File: config.mk
export PLATFORM = sky130hd
export DESIGN_NAME = sbct_fifo
export DESIGN_NICKNAME = d
export VERILOG_FILES = /design/src/sv/sbct_pkg.sv /design/src/sv/sbct_fifo.sv
export SDC_FILE = /design/constraint.sdc
export NUM_CORES = 1
export LEC_CHECK = 0
export ABC_AREA = 1
export CAP_MARGIN = 25
export CORE_MARGIN = 3
export CORE_UTILIZATION = 40
export CTS_CLUSTER_SIZE = 16
export DETAILED_ROUTE_END_ITERATION = 10
export DONT_BUFFER_PORTS = 1
export GPL_ROUTABILITY_DRIVEN = 0
export PLACE_DENSITY = 0.56
export RECOVER_POWER = 100
export SETUP_SLACK_MARGIN = 0.4
export SLEW_MARGIN = 15
export SYNTH_ARGS = -nofsm -noshare
export SYNTH_HDL_FRONTEND = slang
export SYNTH_SLANG_ARGS = --single-unit
File: constraint.sdc
create_clock -name clk -period 1.4 [get_ports clk]
set_input_delay 0.21 -clock clk [delete_from_list [all_inputs] [get_ports clk]]
set_output_delay 0.21 -clock clk [all_outputs]
set_load 0.02 [all_outputs]
File: src/sv/sbct_pkg.sv
// Shared constants and types for the swept box collision test unit.
// No dependencies; imported by every module of the block.
`timescale 1ns / 1ps

package sbct_pkg;

  // Default geometry and time formats.
  localparam int DEF_COORD_WIDTH    = 32;
  localparam int DEF_TIME_FRAC_BITS = 16;

  // Times are always signed 32-bit words; the limit is 31 bits unsigned.
  localparam int TIME_W  = 32;
  localparam int LIMIT_W = 31;

  localparam logic [TIME_W-1:0] TIME_MAX     = {1'b0, {(TIME_W-1){1'b1}}};
  localparam logic [TIME_W-1:0] TIME_MIN     = {1'b1, {(TIME_W-1){1'b0}}};
  localparam logic [TIME_W-1:0] NEG_MAG_LIM  = {1'b1, {(TIME_W-1){1'b0}}};

  // Divider lane latency: operand stage, setup stage, one stage per quotient bit, output stage.
  localparam int DIV_LAT = TIME_W + 3;

  // Normal codes.
  localparam logic [1:0] NORM_NONE = 2'b00;
  localparam logic [1:0] NORM_POS  = 2'b01;
  localparam logic [1:0] NORM_NEG  = 2'b11;

  // Per-word data that rides alongside the divider lanes.
  typedef struct packed {
    logic               dxe_neg;
    logic               dye_neg;
    logic [LIMIT_W-1:0] limit;
  } sbct_side_t;

  // One result word.
  typedef struct packed {
    logic              hit;
    logic [TIME_W-1:0] contact_time;
    logic [1:0]        normal_x;
    logic [1:0]        normal_y;
  } sbct_result_t;

endpackage

File: src/sv/sbct_fifo.sv
// Two-entry first-in first-out queue used between the front and back and at the output.
// Depends on sbct_pkg only by convention; generic in data width.
`timescale 1ns / 1ps

module sbct_fifo import sbct_pkg::*; #(
  parameter int W = 8
) (
  input  logic         clk,
  input  logic         rst,
  input  logic         wr,
  input  logic [W-1:0] wdata,
  input  logic         rd,
  output logic [W-1:0] rdata,
  output logic         full,
  output logic         empty
);

  logic [W-1:0] mem [0:1];
  logic         wptr;
  logic         rptr;
  logic [1:0]   count;
  logic         do_wr;
  logic         do_rd;

  assign full  = (count == 2'd2);
  assign empty = (count == 2'd0);
  assign do_wr = wr && !full;
  assign do_rd = rd && !empty;
  assign rdata = mem[rptr];

  // Pointers and fill count.
  always_ff @(posedge clk) begin
    if (rst) begin
      wptr  <= 1'b0;
      rptr  <= 1'b0;
      count <= 2'd0;
    end else begin
      if (do_wr) wptr <= !wptr;
      if (do_rd) rptr <= !rptr;
      count <= count + {1'b0, do_wr} - {1'b0, do_rd};
    end
  end

  // Storage.
  always_ff @(posedge clk) begin
    if (do_wr) mem[wptr] <= wdata;
  end

endmodule

==> impl_metrics.toml <==
[logic_synthesis]
ys_seq_area_frac = 0.669
yosysTopAreaCell = "edfxtp_1"
synth_enable_flop_cells = 16
synthTopCellsByArea = "edfxtp_1, mux2_4, dfxtp_1"
synth_top_family_by_area = "multiplexers"
yosys_warnings = 0
synth-adder-area-share = 0.0288
synthTopCellsByCount = "edfxtp_1, inv_1, mux2_4, nand2_1, nor2_1"
synth_xor_xnor_area_share = 0
synth.top_cell.area_share = 0.553
yosys.area_share.simple = 0.0965
netlist_instances = 64
synth_area_um2 = 868
muxShareOfSynthArea = 0.138
synth_compound_area_frac = 0.0115
synth.most_common_cell = "edfxtp_1"
ys.flop_type = "edfxtp_1"
synth_seq_cells = 21
synth_nets = 78
synthArstFlopShare = 0
synth_cell_types = 11
syn_area_per_cell_um2 = 13.6

[sta]
skew_ns = 0.00332
fmax_ghz = 0.735
min_period_ns = 1.36
slew_headroom = 0.853
slew_violations = 0
rsz0062_at_grt = "yes"
worst-slew-pin-transition_ns = 0.220
hold_viol_final = 0
setup_viol = 0
min_period_over_period = 0.972

[route]
drt-total-wl_um = 1410
drtAntennaViolNets = 0
drtIter0Drc = 3
routed-via-count = 506
via_per_inst = 4.52
dr.pass1.iters = 4
wl_per_cell_um = 12.6
drc = 0

[global_routing]
grt_pass1_vias = 520
grt_use_total = 0.126
grt_overflow = 0
antenna_found_initial = 0
grt_max_degree = 13
grt_pass1_wl_um = 2390

[layout]
post-route-cell-area_um2 = 1170
antenna_cells = 0
fillers = 167
post-route-util = 0.585
synthToLayoutAreaGrowth_pct = 34.9
finalNonFillerCells = 112
layout.nets = 100
drive_gt1_frac = 0.506

[setup_path]
endpoint = "count[1]"
reg2reg_depth = 9
arrival_ns = 1.56
cp-startpoint = "count[1]"
worstSetupPathType = "flip-flop to flip-flop"
start_kind = "flip-flop"
rr_startpoint = "count[1]"
cp-end-kind = "flip-flop"
rrSetupSlack_ns = 0.04
timing.rr.end = "count[1]"
required_ns = 1.60
cp_max_fo = 3

[clocking]
cts_sinks = 21
path_clk_slew_ns = 0.11
htreeDepth = 1
cts_inserted_buffers = 3
clockBufferDepth = 2
root_buffer = "clkbuf_4"
worstSkewPairLatency_ns = 0.29
cts_tree = "yes"

[placement]
dpl-instance-area_um2 = 940
dp_cells = 95
dp_hpwl_um = 961
io_buffer_count = 0

[floorplanning]
row_count = 16
die_area_um2 = 2770
die_height_um = 52.6
die_x_um = 52.6
core_um2 = 2000
initial_core_util = 0.434
io_pins = 22

[power]
p_per_area_nw_per_um2 = 1840
peakVddDrop_uv = 1090
leakage_nw = 0.465

[min_path]
worst_hold_startpoint = "rst"
min_path_type = "input port to flip-flop"

[status]
status = "finished, final reports clean"

[flow_run]
drv_cap = 0
==> registers in the layout (all words and copies together) (netlist names), named ones only <==
signal,cells
wptr,1
mem,16
rptr,1
count,2
==> stage by stage <==
step	worst slack, ns	hold slack, ns	TNS (ns)	power (mW)
2_1_floorplan	0.0115	0.274	0	1.44
3_3_place_gp	-0.0217	0.277	-0.0217	1.58
3_5_place_dp	-0.0601	0.278	-0.0601	1.60
4_1_cts	0.00689	0.0802	0	2.11
5_1_grt	-0.0552	0.0818	-0.122	2.30
6_report	0.0395	0.0881	0	2.15
==> worst min-delay path by stage <==
| stage | end | slack (ns) | cells past startpoint |
|---|---|---|---|
| finish | count[1] | 0.09 | 3 |
| global route | wptr | 0.08 | 2 |
| CTS | count[1] | 0.08 | 3 |
| detailed placement | count[0] | 0.28 | 1 |
| global placement | count[0] | 0.28 | 1 |
| floorplan | count[0] | 0.27 | 1 |
==> power by group <==
group	total [mW]	leakage [nW]	switching (mW)	internal, mW
Sequential	0.892	0.192	0.0718	0.821
Combinational	0.979	0.255	0.508	0.471
Clock	0.280	0.0177	0.174	0.106
Total	2.15	0.465	0.754	1.40
==> cells in the final DEF (no fill, tap or decap), drive strengths merged <==
cell type / instances
nor2: 9
clkinv: 1
clkbuf: 5
mux2: 8
ha: 2
inv: 10
dlygate4sd3: 9
a21oi: 2
nand3: 3
nand2: 8
buf: 7
edfxtp: 16
dfxtp: 5
==> area by class of cell <==
| cell class | count | area [µm²] | share of cell area |
|---|---|---|---|
| sequential | 21 | 589 | 0.503 |
| multi-input combinational | 32 | 308 | 0.263 |
| clock buffer | 3 | 22.5 | 0.0192 |
| inverter | 10 | 42.5 | 0.0363 |
| tap | 27 | 33.8 | 0.0288 |
| timing repair buffer | 18 | 170 | 0.145 |
| clock inverter | 1 | 5.00 | 0.00427 |
==> metal layers <==
metal / wire length (µm) / GRT usage / vias up
li1: - / - / 256
met1: 560 / 0.136 / 240
met2: 794 / 0.217 / 10
met3: 54 / 0.0313 / 0
met4: 0 / 0.0766 / 0
met5: 0 / 0 / -
==> critical path, stage by stage, from the launching register on <==
cell and delay (ns):
dfxtp_4 0.38, nor2_4 0.13, nor2_4 0.05, ha_4 0.26
inv_2 0.04, ha_4 0.15, inv_2 0.04, nand2_2 0.05
a21oi_2 0.12, nor2_1 0.05
==> timing repair <==
| action | CTS | global route |
|---|---|---|
| endpoints found under the setup margin | 28 | 29 |
| endpoints found under the hold margin | 17 | 0 |
| gates resized for setup | 22 | 11 |
| setup buffers | 2 | 2 |
| hold buffers | 9 | 0 |
| pin swaps | 6 | 9 |
==> kinds of logic (layout without fill, tap and decap cells) <==
| family | Yosys count | count (layout) |
|---|---|---|
| AOI/OAI and AO/OA | 2 | 2 |
| adders and majority gates | 2 | 2 |
| buffers and inverters | 11 | 32 |
| DFF | 21 | 21 |
| muxes | 8 | 8 |
| and+or+nand+nor | 20 | 20 |
No activity file was read; power rests on OpenSTA's default activity.
