===== config.mk =====
export PLATFORM = sky130hd
export DESIGN_NAME = sbct_resolve
export DESIGN_NICKNAME = d
export VERILOG_FILES = /design/src/sv/sbct_pkg.sv /design/src/sv/sbct_resolve.sv
export SDC_FILE = /design/constraint.sdc
export NUM_CORES = 1
export LEC_CHECK = 0
export BUFFER_PORTS_ARGS = -buffer_cell sky130_fd_sc_hd__buf_2
export CORE_AREA = 2 2 110 112
export CTS_CLUSTER_SIZE = 14
export DETAILED_ROUTE_END_ITERATION = 8
export DIE_AREA = 0 0 112 114
export GPL_ROUTABILITY_DRIVEN = 0
export PLACE_DENSITY = 0.95
export SYNTH_ARGS = -nofsm -noshare
export SYNTH_HDL_FRONTEND = slang
export SYNTH_SLANG_ARGS = --single-unit

===== constraint.sdc =====
create_clock -name clk -period 8.17 [get_ports clk]
set_input_delay 0.817 -clock clk [delete_from_list [all_inputs] [get_ports clk]]
set_output_delay 0.817 -clock clk [all_outputs]
set_load 0.02 [all_outputs]

===== src/sv/sbct_pkg.sv =====
// Shared constants and types for the swept box collision test unit.
// No dependencies; imported by every module of the block.
`timescale 1ns / 1ps

package sbct_pkg;

  // Default geometry and time formats.
  localparam int DEF_COORD_WIDTH    = 32;
  localparam int DEF_TIME_FRAC_BITS = 16;

  // Times are always signed 32-bit words; the limit is 31 bits unsigned.
  localparam int TIME_W  = 32;
  localparam int LIMIT_W = 31;

  localparam logic [TIME_W-1:0] TIME_MAX     = {1'b0, {(TIME_W-1){1'b1}}};
  localparam logic [TIME_W-1:0] TIME_MIN     = {1'b1, {(TIME_W-1){1'b0}}};
  localparam logic [TIME_W-1:0] NEG_MAG_LIM  = {1'b1, {(TIME_W-1){1'b0}}};

  // Divider lane latency: operand stage, setup stage, one stage per quotient bit, output stage.
  localparam int DIV_LAT = TIME_W + 3;

  // Normal codes.
  localparam logic [1:0] NORM_NONE = 2'b00;
  localparam logic [1:0] NORM_POS  = 2'b01;
  localparam logic [1:0] NORM_NEG  = 2'b11;

  // Per-word data that rides alongside the divider lanes.
  typedef struct packed {
    logic               dxe_neg;
    logic               dye_neg;
    logic [LIMIT_W-1:0] limit;
  } sbct_side_t;

  // One result word.
  typedef struct packed {
    logic              hit;
    logic [TIME_W-1:0] contact_time;
    logic [1:0]        normal_x;
    logic [1:0]        normal_y;
  } sbct_result_t;

endpackage


===== src/sv/sbct_resolve.sv =====
// Hit decision, contact time and normal from the four axis times.
// Depends on sbct_pkg.
`timescale 1ns / 1ps

module sbct_resolve import sbct_pkg::*; (
  input  logic                     clk,
  input  logic                     en,
  input  logic signed [TIME_W-1:0] txe,
  input  logic signed [TIME_W-1:0] txx,
  input  logic signed [TIME_W-1:0] tye,
  input  logic signed [TIME_W-1:0] tyx,
  input  sbct_side_t               side,
  output sbct_result_t             res
);

  logic signed [TIME_W-1:0] t_in;
  logic signed [TIME_W-1:0] t_out;
  logic signed [TIME_W-1:0] lim;
  logic                     x_later;
  logic                     miss;
  sbct_result_t             res_next;

  assign lim     = $signed({1'b0, side.limit});
  assign x_later = (txe > tye);
  assign t_in    = x_later ? txe : tye;
  assign t_out   = (txx < tyx) ? txx : tyx;
  assign miss    = (t_in > t_out) || (txe[TIME_W-1] && tye[TIME_W-1]) ||
                   (txe > lim) || (tye > lim);

  // The normal goes on the axis that enters later, vertical on a tie.
  always_comb begin
    res_next = '0;
    if (!miss) begin
      res_next.hit          = 1'b1;
      res_next.contact_time = t_in;
      if (x_later) begin
        res_next.normal_x = side.dxe_neg ? NORM_POS : NORM_NEG;
      end else begin
        res_next.normal_y = side.dye_neg ? NORM_POS : NORM_NEG;
      end
    end
  end

  always_ff @(posedge clk) begin
    if (en) res <= res_next;
  end

endmodule


==> out/qor.yml <==
yosys:
  ys_ff_latch: 37
  avgSynthCellArea_um2: 8.63
  netlist_instances: 723
  ys_seq_area_share_pct: 17.8
  synth_top_area_share_pct: 31.7
  synth-edff-count: 37
  ys.flop_type: "edfxtp_1"
  netlist_area_um2: 6240
  yosys-top-cells-area: "ha_1 (32%), edfxtp_1 (18%), inv_1 (5.8%)"
  synth_top_area_cell: "ha_1"
  yosysWarnings: 0
  syn_nets: 1044
  yosysUniqueCellTypes: 54
  async_flop_share_pct: 0
global_route:
  gr-total-overflow: 0
  antenna_found_initial: 0
  grt_util_all_layers_pct: 26.8
  grt_pass1_vias: 5952
  grt_pass1_wl_mm: 28.0
  grt_max_degree: 67
sta:
  whs_ns: 0.817
  finalCritPeriodShare_pct: 80.3
  maxSlewViolCount: 0
  final.setup.worst_slack_ns: 1.61
  timing.slew.headroom_pct: 19.9
  tightest_slew_ns: 1.20
  max_freq_mhz: 152
  setup_viol: 0
  setup_tns_ns: 0
  fin_crit_ns: 6.56
  hold_viol_final: 0
  rsz0062_at_grt: "no"
cts:
  clk_path_buf_depth: 2
  clk_pin_slew_ns: 0.05
  cts_buffers: 5
  post_cts_buffers: 0
  post_cts_resized: 0
  clkSinkCount: 37
  clockRootBuffer: "clkbuf_16"
  cts_max_level: 2
  tritoncts: "yes"
  hold_buffers: 0
setup_path:
  end_kind: "flop"
  slowest_stage: "nor4b_4"
  path_cells: "buf_2, inv_1, ha_1, a21o_1, a221o_1, a22oi_1, nand3_1, nor4b_4, buf_4, o21ai_0, nand2_1, ha_1, nand4_1, nor2_1, a221oi_1, a31oi_1, a2111oi_2, mux2i_4, buf_4, a211oi_1"
  path_delay_family: "compound AO/OA/AOI/OAI gates"
  crit_path_start_kind: "input pin"
  crit_path_max_fanout: 35
  crit_buf_inv: 4
  required_ns: 8.14
  arrival_ns: 6.52
  criticalPathCategory: "input pin to flop"
  slowest_delay_ns: 0.93
placement:
  io_buffers: 199
  placed_area_um2: 7350
  place_hpwl_mm: 15.4
  dp_slack_ns: 1.43
pwr:
  p_per_area_nw_per_um2: 128
  ir_drop_mv: 0.0903
  p_leak_nw: 3.95
finish:
  syn_to_final_growth_pct: 20.0
  final_util_pct: 63.9
  register_area_um2: 1110
  nNetsFinal: 1232
  reg_top3: "res x37"
  diodes: 0
  final_layout_size_suffix_gt1_share_pct: 26.3
  nFillCells: 947
  largest_reg_flops: 37
  multiInputGateArea_um2: 4660
  regMostFlops: "res"
  stdcell_area_um2: 7490
die:
  ioPinCount: 200
  fp.dieH_um: 114
  die_w_um: 112
  die_area_um2: 12800
  rows: 40
  fp.coreArea_um2: 11700
  initial_core_util_pct: 53.3
route:
  drt-initial-drc-count: 502
  dr.pass1.iters: 5
  ant_nets: 0
  routed_wl_mm: 17.6
  post-route-drc-count: 0
  wl_per_cell_um: 16.6
  viasPerCell: 5.88
  dr_total_vias: 6223
worst_hold_path:
  holdPathEnd: "res[3]"
  holdPathStages: 2
  hold_path.class: "input pin to flop"
  min-delay-start: "side[32]"
run:
  max_cap_viol_count: 0
status:
  status: "finished clean"
metrics by stage:
stage               cells  total power, W
finish               1058        0.000960
global route         1058         0.00103
CTS                  1058        0.000954
detailed placement   1051        0.000776
global placement     1051        0.000755
floorplan             723        0.000608
placed cells by master, fill, tap and decap left out, types with 2 or more instances in the layout:
master     synthesis  routed
nand3_1           13      13
a221o_1            4       4
edfxtp_1          37      37
a2111oi_0          2       2
nor4_1             6       6
nand2b_1           4       4
a221oi_1           5       5
ha_1             158     158
nor2_1            15      15
a21oi_1           49      49
nand4_1           26      26
nor2b_1            6       6
buf_4              1       5
a211oi_1          18      18
clkbuf_16          0       5
or3_1             33      33
nor3_1             4       4
nand4b_1           2       2
buf_2             14     199
a211oi_2          18      18
o211ai_1           5       5
a21o_1            14      14
a31oi_1            2       2
o21ai_0           53      53
mux2i_1           31      31
o21ai_1            4       3
and4_1             2       2
nand2_1           64      64
inv_1             97      97
and2_0             2       2
o211a_1            3       3
nand4_2            2       2
power by group:
group	total, W	switching [W]	internal (W)
combinational	0.000528	0.000323	0.000205
clock	0.000178	0.0000681	0.000110
sequential	0.000254	0.0000101	0.000244
total	0.000960	0.000401	0.000559
cells by family (layout without fill, tap and decap cells):
kind of cell	after synthesis	after routing	synth area share, %
simple gates	188	188	16.7
fa+ha+maj	158	158	31.7
flops	37	37	17.8
mux	33	33	5.37
compound gates	187	187	20.4
buf+inv	120	308	8.04
layer usage:
metal  GRT usage (%)  wire, µm  part of all wire, %
met2            44.6      7820                   44
met1            37.1      7930                   45
met4            8.05       420                  2.4
met3            2.98      1400                  7.9
met5               0         0                    0
worst max-delay path by stage:
stage	start	to	slack, ns	cells past startpoint
floorplan	tye[17]	res[2]	3.13	20
global placement	tye[17]	res[1]	1.56	20
detailed placement	tye[17]	res[1]	1.43	20
CTS	tye[17]	res[1]	1.67	20
global route	tye[19]	res[10]	1.14	20
finish	tye[17]	res[10]	1.61	20
layout make-up:
class | instances | share of cell area, %
repair buffers | 204 | 13.8
well taps | 147 | 2.46
clock inverters | 1 | 0.0501
flip-flops and latches | 37 | 14.8
clock buffers | 6 | 1.72
multi-input cells | 566 | 62.3
inverters | 97 | 4.86
synth_stat cells (all sizes together), types with 3 or more instances:
cell type,number
a2111oi,3
a211oi,36
a21o,14
a21oi,49
a221o,4
a221oi,5
a31oi,3
and2,3
buf,19
clkbuf,4
edfxtp,37
ha,158
inv,97
mux2i,32
nand2,64
nand2b,4
nand3,13
nand4,28
nor2,15
nor2b,6
nor3,4
nor4,8
o211a,3
o211ai,5
o21ai,58
or3,33
No activity file was read; power rests on OpenSTA's default activity.
