File: src/sv/sbct_pkg.sv
// Shared constants and types for the swept box collision test unit.
// No dependencies; imported by every module of the block.
`timescale 1ns / 1ps

package sbct_pkg;

  // Default geometry and time formats.
  localparam int DEF_COORD_WIDTH    = 32;
  localparam int DEF_TIME_FRAC_BITS = 16;

  // Times are always signed 32-bit words; the limit is 31 bits unsigned.
  localparam int TIME_W  = 32;
  localparam int LIMIT_W = 31;

  localparam logic [TIME_W-1:0] TIME_MAX     = {1'b0, {(TIME_W-1){1'b1}}};
  localparam logic [TIME_W-1:0] TIME_MIN     = {1'b1, {(TIME_W-1){1'b0}}};
  localparam logic [TIME_W-1:0] NEG_MAG_LIM  = {1'b1, {(TIME_W-1){1'b0}}};

  // Divider lane latency: operand stage, setup stage, one stage per quotient bit, output stage.
  localparam int DIV_LAT = TIME_W + 3;

  // Normal codes.
  localparam logic [1:0] NORM_NONE = 2'b00;
  localparam logic [1:0] NORM_POS  = 2'b01;
  localparam logic [1:0] NORM_NEG  = 2'b11;

  // Per-word data that rides alongside the divider lanes.
  typedef struct packed {
    logic               dxe_neg;
    logic               dye_neg;
    logic [LIMIT_W-1:0] limit;
  } sbct_side_t;

  // One result word.
  typedef struct packed {
    logic              hit;
    logic [TIME_W-1:0] contact_time;
    logic [1:0]        normal_x;
    logic [1:0]        normal_y;
  } sbct_result_t;

endpackage

File: src/sv/sbct_front.sv
// Front part: input register and per-axis entry and exit distances.
// Depends on sbct_pkg.
`timescale 1ns / 1ps

module sbct_front import sbct_pkg::*; #(
  parameter int CW = DEF_COORD_WIDTH
) (
  input  logic                  clk,
  input  logic                  rst,
  input  logic                  push,
  output logic                  full,
  input  logic signed [CW-1:0]  mover_x,
  input  logic signed [CW-1:0]  mover_y,
  input  logic [CW-2:0]         mover_width,
  input  logic [CW-2:0]         mover_height,
  input  logic signed [CW-1:0]  velocity_x,
  input  logic signed [CW-1:0]  velocity_y,
  input  logic signed [CW-1:0]  obstacle_x,
  input  logic signed [CW-1:0]  obstacle_y,
  input  logic [CW-2:0]         obstacle_width,
  input  logic [CW-2:0]         obstacle_height,
  input  logic [LIMIT_W-1:0]    time_limit,
  output logic                  out_valid,
  input  logic                  out_ready,
  output logic signed [CW+1:0]  dxe,
  output logic signed [CW+1:0]  dxx,
  output logic signed [CW+1:0]  dye,
  output logic signed [CW+1:0]  dyx,
  output logic signed [CW-1:0]  vx,
  output logic signed [CW-1:0]  vy,
  output logic [LIMIT_W-1:0]    limit
);

  localparam int DW = CW + 2;

  logic                 fv;
  logic                 adv;
  logic signed [CW-1:0] mx, my, ox, oy;
  logic [CW-2:0]        mw, mh, ow, oh;
  logic signed [DW-1:0] mx_far, my_far, ox_far, oy_far;
  logic signed [DW-1:0] mx_e, my_e, ox_e, oy_e;
  logic                 vx_pos, vy_pos;

  assign adv       = !fv || out_ready;
  assign full      = !adv;
  assign out_valid = fv;

  // Input register.
  always_ff @(posedge clk) begin
    if (rst) begin
      fv <= 1'b0;
    end else if (adv) begin
      fv <= push;
    end
  end

  always_ff @(posedge clk) begin
    if (adv && push) begin
      mx    <= mover_x;
      my    <= mover_y;
      mw    <= mover_width;
      mh    <= mover_height;
      vx    <= velocity_x;
      vy    <= velocity_y;
      ox    <= obstacle_x;
      oy    <= obstacle_y;
      ow    <= obstacle_width;
      oh    <= obstacle_height;
      limit <= time_limit;
    end
  end

  // Near and far edges, widened so that no sum overflows.
  assign mx_e   = DW'(mx);
  assign my_e   = DW'(my);
  assign ox_e   = DW'(ox);
  assign oy_e   = DW'(oy);
  assign mx_far = mx_e + $signed({3'b000, mw});
  assign my_far = my_e + $signed({3'b000, mh});
  assign ox_far = ox_e + $signed({3'b000, ow});
  assign oy_far = oy_e + $signed({3'b000, oh});

  // A zero velocity counts as moving left or down.
  assign vx_pos = !vx[CW-1] && (vx != '0);
  assign vy_pos = !vy[CW-1] && (vy != '0);

  // The direction of motion picks the leading and trailing edges.
  always_comb begin
    if (vx_pos) begin
      dxe = ox_e - mx_far;
      dxx = ox_far - mx_e;
    end else begin
      dxe = ox_far - mx_e;
      dxx = ox_e - mx_far;
    end
    if (vy_pos) begin
      dye = oy_e - my_far;
      dyx = oy_far - my_e;
    end else begin
      dye = oy_far - my_e;
      dyx = oy_e - my_far;
    end
  end

endmodule

File: config.mk
export PLATFORM = sky130hd
export DESIGN_NAME = sbct_front
export DESIGN_NICKNAME = d
export VERILOG_FILES = /design/src/sv/sbct_pkg.sv /design/src/sv/sbct_front.sv
export SDC_FILE = /design/constraint.sdc
export NUM_CORES = 1
export LEC_CHECK = 0
export ABC_CLOCK_PERIOD_IN_PS = 65099
export BUFFER_PORTS_ARGS = -buffer_cell sky130_fd_sc_hd__buf_2
export CAP_MARGIN = 10
export CORE_AREA = 2 2 224 226
export CTS_CLUSTER_SIZE = 8
export DETAILED_ROUTE_END_ITERATION = 8
export DIE_AREA = 0 0 226 228
export PLACE_DENSITY = 0.69
export SYNTH_ARGS = -nofsm -noshare
export SYNTH_HDL_FRONTEND = slang
export SYNTH_SLANG_ARGS = --single-unit
export TNS_END_PERCENT = 30
File: constraint.sdc
create_clock -name clk -period 65.1 [get_ports clk]
set_clock_uncertainty 0.15 [all_clocks]
set_input_delay 13.02 -clock clk [delete_from_list [all_inputs] [get_ports clk]]
set_output_delay 13.02 -clock clk [all_outputs]
set_load 0.005 [all_outputs]
==> flow_summary.yaml <==
timing:
  slew_headroom_pct: 14.2
  fmax_mhz: 37.4
  fin_worst_hold_slack_ps: 506
  setup_viol: 0
  period_minus_slack_ps: 26760
  worst_pin_slew_ps: 1290
  fin_setup_tns_ps: 0
  fin_crit_sh_pct: 41.1
  setup_slack_ps: 38340
  maxSlewViolCount: 0
  rsz0062_at_grt: "false"
  hold_violations: 0
placement:
  placedCellCount: 3327
  pre_cts_slack_ps: 38370
  gp_congestion: 0.903
  io_buffers: 583
  hpwl_mm: 51.0
global_routing:
  grt_pass1_vias: 18300
  antenna_found_initial: 20
  grt_max_degree: 180
  overflow: 0
  grt_pass1_wl_mm: 97.5
  gr-usage-all-layers_pct: 24.3
layout:
  nNetsFinal: 3322
  fill_cells: 4279
  final-seq-area_um2: 10400
  drive_above_1_share_pct: 25.8
  syn2layout_area_growth_pct: 21.6
  fin_cells: 3409
  multi_input_area_um2: 10800
clocking:
  cts_buffers: 50
  clk_latency_ps: 580
  cts_max_path_buffers: 3
  clkSlewWorstSetupHoldPaths_ps: 50
  cts_tree: "yes"
  cts_sinks: 348
  htree_levels: 2
  ctsResizeCount: 0
  cts.hold.buffers_added: 0
  cts_setup_buffers: 0
  cts_root_buffer: "clkbuf_16"
logic_synthesis:
  synth.area.top_cells: "edfxtp_1 (45%), fa_1 (11%), ha_1 (7.6%), inv_1 (6.6%), nand2_1 (2.9%)"
  synth_nets: 2727
  synth_common_cells: "inv_1 (402), edfxtp_1 (347), nand2_1 (179), ha_1 (140), fa_1 (124)"
  ys_ff_latch: 348
  synth_warnings: 0
  synth.most_common_cell: "inv_1"
  synth_edf_count: 347
  syn_area_um2: 23000
  synth_ff_type: "edfxtp_1"
  synth_top_area_share_pct: 45.3
  syn_area_per_cell_um2: 10.9
  yosysUniqueCellTypes: 87
  async_reset_ff_share_pct: 0
  synth.largest_area_cell: "edfxtp_1"
  netlist_instances: 2112
  seq_area_frac_synth_pct: 45.4
outcome:
  run_status: "finished, final reports clean"
drt:
  drtIter0Drc: 1085
  viasPerCell: 5.20
  drc: 0
  drtAntennaViolNets: 0
  met1_length_mm: 25.1
  top_layer: "met5"
  dr_total_vias: 17700
  firstDrtPassIters: 7
  route.met2.wl_mm: 31.4
  route.met3.wl_mm: 4.81
  routed_wl_mm: 63.2
  wl_per_cell_um: 18.6
floorplan:
  die_width_um: 226
  dieArea_um2: 51500
  num_rows: 82
  die_h_um: 228
  coreArea_um2: 49300
  io_pins: 584
  start_util_pct: 46.6
power:
  cellPowerDensity_nw_per_um2: 30.0
  max-vdd-ir-drop_uv: 22.1
  p_leak_nw: 13.2
critical_path:
  critical_path.max_fanout: 3
  crit_required_ps: 51930
  reg2reg_depth: 4
  worst_ep_arrival_time_ps: 13590
  crit_path_start_kind: "input pin"
  critical_path_class: "input pin to output port"
  cp-end-kind: "output port"
min_path:
  hp-class: "flop to flop"
  holdPathStages: 3
flow_run:
  max_cap_violations: 0
-- path summary, 6_finish.rpt --
path / start / end / slack, ps
setup / recovery: out_ready / full / 38340
hold / removal: out_valid / out_valid / 510
setup reg to reg: out_valid / mx[31] / 61750
hold reg to reg: out_valid / out_valid / 510
-- sequential cells by signal, summed over array words and instances (netlist names) --
signal     flops
vx            32
out_valid      1
ow            31
mx            32
oy            32
mw            31
my            32
limit         31
vy            32
mh            31
oh            31
ox            32
-- cell families after synthesis --
logic type / Yosys count / share of synthesized area, %
AO/OA/AOI/OAI: 475 / 13.9
XOR/XNOR: 113 / 4.30
adder cells (fa/ha/maj): 264 / 18.4
buffers and inverters: 450 / 7.89
flip-flops: 348 / 45.4
multiplexers: 27 / 1.21
AND/OR/NAND/NOR: 435 / 8.97
-- final cells by class --
| class | instances | area share, % |
|---|---|---|
| inverters | 402 | 5.39 |
| flip-flops and latches | 348 | 37.3 |
| clock buffers | 65 | 4.90 |
| diodes | 13 | 0.116 |
| repair buffers | 591 | 10.7 |
| well taps | 672 | 3.00 |
| multi-input cells | 1314 | 38.5 |
| clock inverters | 4 | 0.0626 |
-- critical path, stage by stage --
cell and delay, ps:
buf_2 90, nor2b_1 290, buf_2 190
-- through the flow --
step | power (W) | instance area (um2) | util (%)
global placement | 0.000600 | 26600 | 53.8
detailed placement | 0.000604 | 26600 | 53.8
CTS | 0.000845 | 28000 | 56.6
finish | 0.000840 | 28000 | 56.7
global route | 0.000890 | 28000 | 56.7
floorplan | 0.000492 | 23000 | -
-- power by group --
| part | switching [W] | internal (W) |
|---|---|---|
| Combinational | 0.000197 | 0.000137 |
| Clock | 0.0000920 | 0.000144 |
| Sequential | 0.00000683 | 0.000264 |
-- per-layer routing --
layer / up-vias / GRT usage, %
met3: 118 / 5.29
li1: 8480 / -
met4: 10 / 8.26
met1: 8500 / 29.7
met5: - / 0
met2: 634 / 42.3
-- placed cells by master (no fill, tap or decap), drive strengths merged, types with 14 or more instances in the layout --
cell,count
nor2b,18
buf,591
nand3,32
clkbuf,65
ha,140
nor4,17
xor2,37
a21oi,113
a31oi,23
nand4,22
o21bai,26
nor3,15
xnor2,76
fa,124
nor2,79
edfxtp,347
nand2,179
and3,14
o21ai,122
mux2i,21
inv,402
a21o,73
Power figures use the tool's default switching activity.
