--- src/sv/sbct_pkg.sv ---
// Shared constants and types for the swept box collision test unit.
// No dependencies; imported by every module of the block.
`timescale 1ns / 1ps

package sbct_pkg;

  // Default geometry and time formats.
  localparam int DEF_COORD_WIDTH    = 32;
  localparam int DEF_TIME_FRAC_BITS = 16;

  // Times are always signed 32-bit words; the limit is 31 bits unsigned.
  localparam int TIME_W  = 32;
  localparam int LIMIT_W = 31;

  localparam logic [TIME_W-1:0] TIME_MAX     = {1'b0, {(TIME_W-1){1'b1}}};
  localparam logic [TIME_W-1:0] TIME_MIN     = {1'b1, {(TIME_W-1){1'b0}}};
  localparam logic [TIME_W-1:0] NEG_MAG_LIM  = {1'b1, {(TIME_W-1){1'b0}}};

  // Divider lane latency: operand stage, setup stage, one stage per quotient bit, output stage.
  localparam int DIV_LAT = TIME_W + 3;

  // Normal codes.
  localparam logic [1:0] NORM_NONE = 2'b00;
  localparam logic [1:0] NORM_POS  = 2'b01;
  localparam logic [1:0] NORM_NEG  = 2'b11;

  // Per-word data that rides alongside the divider lanes.
  typedef struct packed {
    logic               dxe_neg;
    logic               dye_neg;
    logic [LIMIT_W-1:0] limit;
  } sbct_side_t;

  // One result word.
  typedef struct packed {
    logic              hit;
    logic [TIME_W-1:0] contact_time;
    logic [1:0]        normal_x;
    logic [1:0]        normal_y;
  } sbct_result_t;

endpackage

--- src/sv/sbct_div.sv ---
// Pipelined divider lane: distance * 2^TF / velocity, truncated and saturated.
// Depends on sbct_pkg; one quotient bit per stage, all stages move on a shared enable.
`timescale 1ns / 1ps

module sbct_div import sbct_pkg::*; #(
  parameter int CW = DEF_COORD_WIDTH,
  parameter int TF = DEF_TIME_FRAC_BITS
) (
  input  logic                     clk,
  input  logic                     en,
  input  logic signed [CW+1:0]     num,
  input  logic signed [CW-1:0]     den,
  output logic signed [TIME_W-1:0] quot
);

  localparam int DW = CW + 2;
  localparam int AW = CW + 1;
  localparam int NW = AW + TF;
  localparam int XW = NW + 1;

  // Operand stage.
  logic          a_neg;
  logic          a_zz;
  logic [AW-1:0] a_mag;
  logic [CW-1:0] a_div;

  // Setup values.
  logic [XW-1:0]     n_ext;
  logic [XW-1:0]     n_high;
  logic              b_ovf;

  // Quotient bit stages.
  logic [CW-1:0]     rem  [0:TIME_W];
  logic [TIME_W-1:0] low  [0:TIME_W];
  logic [TIME_W-1:0] quo  [0:TIME_W];
  logic [CW-1:0]     dv   [0:TIME_W];
  logic              neg  [0:TIME_W];
  logic              zz   [0:TIME_W];
  logic              ovf  [0:TIME_W];
  logic [CW:0]       trial [0:TIME_W-1];
  logic [CW:0]       diff  [0:TIME_W-1];
  logic              take  [0:TIME_W-1];

  logic [TIME_W-1:0] q_fin;
  logic              q_big;

  // Signs and magnitudes.
  always_ff @(posedge clk) begin
    if (en) begin
      a_neg <= num[DW-1] ^ den[CW-1];
      a_zz  <= (num == '0) && (den == '0);
      a_mag <= AW'(num[DW-1] ? -num : num);
      a_div <= den[CW-1] ? -den : den;
    end
  end

  // The part of the dividend above the kept quotient bits must be below the divisor.
  assign n_ext  = XW'(a_mag) << TF;
  assign n_high = n_ext >> TIME_W;
  assign b_ovf  = (n_high >= XW'(a_div));

  // Restoring division step per stage.
  always_comb begin
    for (int i = 0; i < TIME_W; i++) begin
      trial[i] = {rem[i], low[i][TIME_W-1]};
      take[i]  = (trial[i] >= {1'b0, dv[i]});
      diff[i]  = trial[i] - {1'b0, dv[i]};
    end
  end

  always_ff @(posedge clk) begin
    if (en) begin
      rem[0] <= CW'(n_high);
      low[0] <= TIME_W'(n_ext);
      quo[0] <= '0;
      dv[0]  <= a_div;
      neg[0] <= a_neg;
      zz[0]  <= a_zz;
      ovf[0] <= b_ovf;
      for (int i = 0; i < TIME_W; i++) begin
        rem[i+1] <= take[i] ? CW'(diff[i]) : CW'(trial[i]);
        low[i+1] <= low[i] << 1;
        quo[i+1] <= {quo[i][TIME_W-2:0], take[i]};
        dv[i+1]  <= dv[i];
        neg[i+1] <= neg[i];
        zz[i+1]  <= zz[i];
        ovf[i+1] <= ovf[i];
      end
    end
  end

  // Saturation and sign.
  assign q_fin = quo[TIME_W];
  assign q_big = ovf[TIME_W] ||
                 (neg[TIME_W] ? (q_fin > NEG_MAG_LIM) : q_fin[TIME_W-1]);

  always_ff @(posedge clk) begin
    if (en) begin
      if (zz[TIME_W]) begin
        quot <= TIME_MIN;
      end else if (q_big) begin
        quot <= neg[TIME_W] ? TIME_MIN : TIME_MAX;
      end else begin
        quot <= neg[TIME_W] ? -q_fin : q_fin;
      end
    end
  end

endmodule

--- config.mk ---
export PLATFORM = sky130hd
export DESIGN_NAME = sbct_div
export DESIGN_NICKNAME = d
export VERILOG_FILES = /design/src/sv/sbct_pkg.sv /design/src/sv/sbct_div.sv
export SDC_FILE = /design/constraint.sdc
export NUM_CORES = 2
export LEC_CHECK = 0
export ABC_AREA = 0
export BUFFER_PORTS_ARGS = -buffer_cell sky130_fd_sc_hd__buf_2
export CAP_MARGIN = 10
export CORE_MARGIN = 2
export CORE_UTILIZATION = 60
export DETAILED_ROUTE_END_ITERATION = 8
export HOLD_SLACK_MARGIN = 0.1
export PLACE_DENSITY = 0.76
export SETUP_SLACK_MARGIN = 0.05
export SLEW_MARGIN = 20
export SYNTH_ARGS = -nofsm -noshare
export SYNTH_HDL_FRONTEND = slang
export SYNTH_MEMORY_MAX_BITS = 65536
export SYNTH_SLANG_ARGS = --single-unit
--- constraint.sdc ---
create_clock -name clk -period 8.2 [get_ports clk]
set_input_delay 2.05 -clock clk [delete_from_list [all_inputs] [get_ports clk]]
set_output_delay 2.05 -clock clk [all_outputs]
set_load 0.01 [all_outputs]
==> metrics.md <==
| Metric | Value |
|---|---|
| Status | `finished, final reports clean` |
| Inserted Clock Buffers | `318` |
| Crit path time final | `5.03 ns` |
| Synth Register Bits | `2895` |
| Die ar. | `0.261 mm²` |
| Share of layout cells above drive strength 1 | `8.48%` |
| Lkg Pwr | `67.9 nW` |
| Sequential share of power | `35.7%` |
| Final wirelength | `365000 µm` |
| Logic pwr share | `43.2%` |
| Sw frac | `37.1%` |
| Bufs and invs on worst path | `2` |
| 1st-iter DRT viols | `9808` |
| Area leader, netlist | `edfxtp_1` |
| Endpoints failing hold | `0` |
| Startpoint types | `register` |
| I/O pin count | `100` |
| Most used flip-flop cell after synthesis | `edfxtp_1` |
| Clock Sinks | `2895` |
| Residual DRC count | `0` |
| Avg Synthesized Cell Area | `11.7 µm²` |
| FMAX | `0.199 GHz` |
| Crit path largest cell delay | `0.56 ns` |
| Worst vdd ir | `0.269 mV` |
| RSZ-0062 raised after global routing | `no` |
| Sw Pwr | `24.4 mW` |
| Seq/Total Area, Yosys | `56.4%` |
| Core box area | `0.256 mm²` |
| Slew @ Worst Pin | `1.24 ns` |
| CP delay by family, top | `compound AO/OA/AOI/OAI gates` |
| Final WS setup | `3.17 ns` |
| Asr flop ratio synth | `0%` |
| Per-cell routed wire length | `21.5 µm` |
| Mapped cell area | `0.154 mm²` |
| Largest net degree at the start of global routing | `188` |
| Dpl ws | `3.26 ns` |
| Slew margin rel. | `16.7%` |
| Hold-fix buffers at CTS | `0` |
| Syn Inst Count | `13188` |
| Worst-path fanout max | `26` |
| P&R area growth vs syn | `9.41%` |
| Critical path cell sequence | `inv_1 > ha_1 > nor2b_1 > o31a_1 > o311a_1 > nor4_1 > nor4bb_1 > o2111ai_1 > o41ai_1 > or3_1 > or2_2 > a41oi_4 > buf_4 > mux2_2` |
| PD cells | `391 mW/mm²` |
| Die Y | `511 µm` |
| Iteration count of the initial detailed-routing pass | `7` |
| Post-route antenna net violation count | `0` |
| Initial Util | `60.2%` |
| Synth Net Count | `14316` |
| Fillers | `19054` |
| Max clock buf depth | `4` |
| CTS clk-pin slew, worst paths | `0.06 ns` |
| Clock root cell | `clkbuf_16` |
| Die W | `511 µm` |
| Initial antenna violation count | `14` |
| Clk pwr share | `21.1%` |
| GRT Util Overall | `27.3%` |
| Vias/cell | `6.08` |
| IO buf count | `99` |
| First-pass GRT wire length | `565000 µm` |
| Nets | `14471` |
| CP arrival | `5.62 ns` |
| Via count | `103286` |
| Final setup viols | `0` |
| Post-synth EDFFs | `2895` |
| Synth area leaders | `edfxtp_1 56%, ha_1 8.3%, a21oi_1 3.5%` |
| Count of cell types in the netlist | `85` |
| Worst path required time | `8.79 ns` |
| Maxcap violations | `0` |
| Number of global-route vias before repair | `99592` |
| # H-tree levels | `5` |
| Post-route setup TNS | `0 ns` |
| Crit path max-delay cell type | `nor4_1` |
| Number of post-CTS setup repair buffers | `0` |
| Final Skew | `0.0650 ns` |
| Yosys warnings | `0` |
| Clock Latency Late Sink | `0.90 ns` |
| Crit Path Class | `register to register` |
| Period Utilization, post-route | `61.3%` |
| FP Rows | `186` |
| Overflow after GRT | `0` |
| Cts repair resizes | `0` |
| Pint | `41.5 mW` |
| Worst setup EP type | `register` |
| Top-area cell type share of the netlist area | `56.4%` |
| CTS tree | `built` |
| Slew Viols, Final | `0` |
| Hold crit path type | `register to register` |
| Hpwl dp | `271000 µm` |
| RD Place Congestion | `0.951` |
==> worst paths after layout <==
| path | startpoint | end | slack (ns) | depth (start not counted) |
|---|---|---|---|---|
| worst min register to register | quo[0][782] | quo[0][815] | 0.39 | 0 |
| worst max-delay path | dv[0][929] | rem[0][963] | 3.17 | 14 |
| worst max register to register | dv[0][929] | rem[0][963] | 3.17 | 14 |
| worst min-delay path | quo[0][782] | quo[0][815] | 0.39 | 0 |
==> cell usage after synthesis, types with 31 or more instances <==
library cell     n
and2_1          46
or2_2           39
a21oi_1       1091
o211ai_1        47
or3_1           43
nor4_1          48
nand2b_1       140
nand2_1        877
ha_1          1029
mux2i_1         32
nor2_1         713
a31oi_1        127
xor2_1         349
clkbuf_1       305
and3_1          88
inv_1         1291
xnor2_1        526
nor3b_1         37
a21o_1         554
o21ai_0        837
a211oi_1        90
edfxtp_1      2895
nand4_1        145
o31a_1          47
fa_1            31
nor2b_1        161
o31ai_1        123
o21a_1         139
nand3_1        204
nor3_1         142
mux2_2         405
o21bai_1       124
==> sequential cells by signal, indices dropped and copies added, names as in the netlist <==
name,count
a_mag,33
rem,1009
ovf,33
a_div,32
dv,1024
low,136
a_zz,1
quot,32
zz,33
a_neg,1
neg,33
quo,528
==> cells in the final DEF, fill, tap and decap left out, drive strengths merged, types with 184 or more instances in the layout <==
cell type / n
nor2: 713
edfxtp: 2895
clkbuf: 371
xor2: 349
nand3: 204
ha: 1029
xnor2: 526
buf: 184
a21o: 554
o21ai: 842
mux2: 405
inv: 1313
nand2: 877
a21oi: 1091
==> per-layer routing <==
| layer | vias to the layer above | GRT usage [%] | part of all wire [%] |
|---|---|---|---|
| met5 | - | 0 | 0.011 |
| met4 | 6 | 7.96 | 3.0 |
| met3 | 628 | 4.04 | 6.4 |
| met2 | 3449 | 43.8 | 46 |
| met1 | 50271 | 38.7 | 44 |
| li1 | 48932 | - | - |
==> cell families after synthesis <==
| kind of cell | share of synthesized area, % |
|---|---|
| flip-flops | 56.4 |
| AO/OA/AOI/OAI | 14.2 |
| buffers and inverters | 4.02 |
| adder cells (fa/ha/maj) | 8.75 |
| multiplexers | 3.16 |
| AND/OR/NAND/NOR | 8.55 |
| XOR/XNOR | 4.97 |
==> power groups by stage <==
stage | Sequential [mW] | Combinational (mW) | Clock (mW)
5_1_grt | 23.8 | 31.5 | 14.8
3_3_place_gp | 23.8 | 27.1 | 0
6_report | 23.5 | 28.5 | 13.9
3_5_place_dp | 23.8 | 27.8 | 0
4_1_cts | 23.5 | 28.1 | 14.2
2_1_floorplan | 22.5 | 21.6 | 0
==> stage by stage <==
stage / utilization (%) / hold WS, ns / area, µm² / std cells / total power, mW
2_1_floorplan: - / 0.400 / 154000 / 13188 / 44.1
3_3_place_gp: 61.9 / 0.400 / 159000 / 16407 / 50.8
3_5_place_dp: 61.9 / 0.405 / 159000 / 16407 / 51.6
4_1_cts: 65.8 / 0.382 / 169000 / 16972 / 65.8
5_1_grt: 65.9 / 0.392 / 169000 / 16974 / 70.0
6_report: 65.9 / 0.388 / 169000 / 16977 / 65.9
==> layout make-up <==
cell class,instances,area [µm²],area share [%]
inverter,1291,4850,2.87
timing repair buffer,184,1340,0.792
clock inverter,194,1790,1.06
multi-input combinational,8653,61400,36.4
clock buffer,371,8240,4.88
sequential,2895,86900,51.5
antenna,5,12.5,0.00741
tap,3384,4230,2.51
No activity file was read; power rests on OpenSTA's default activity.
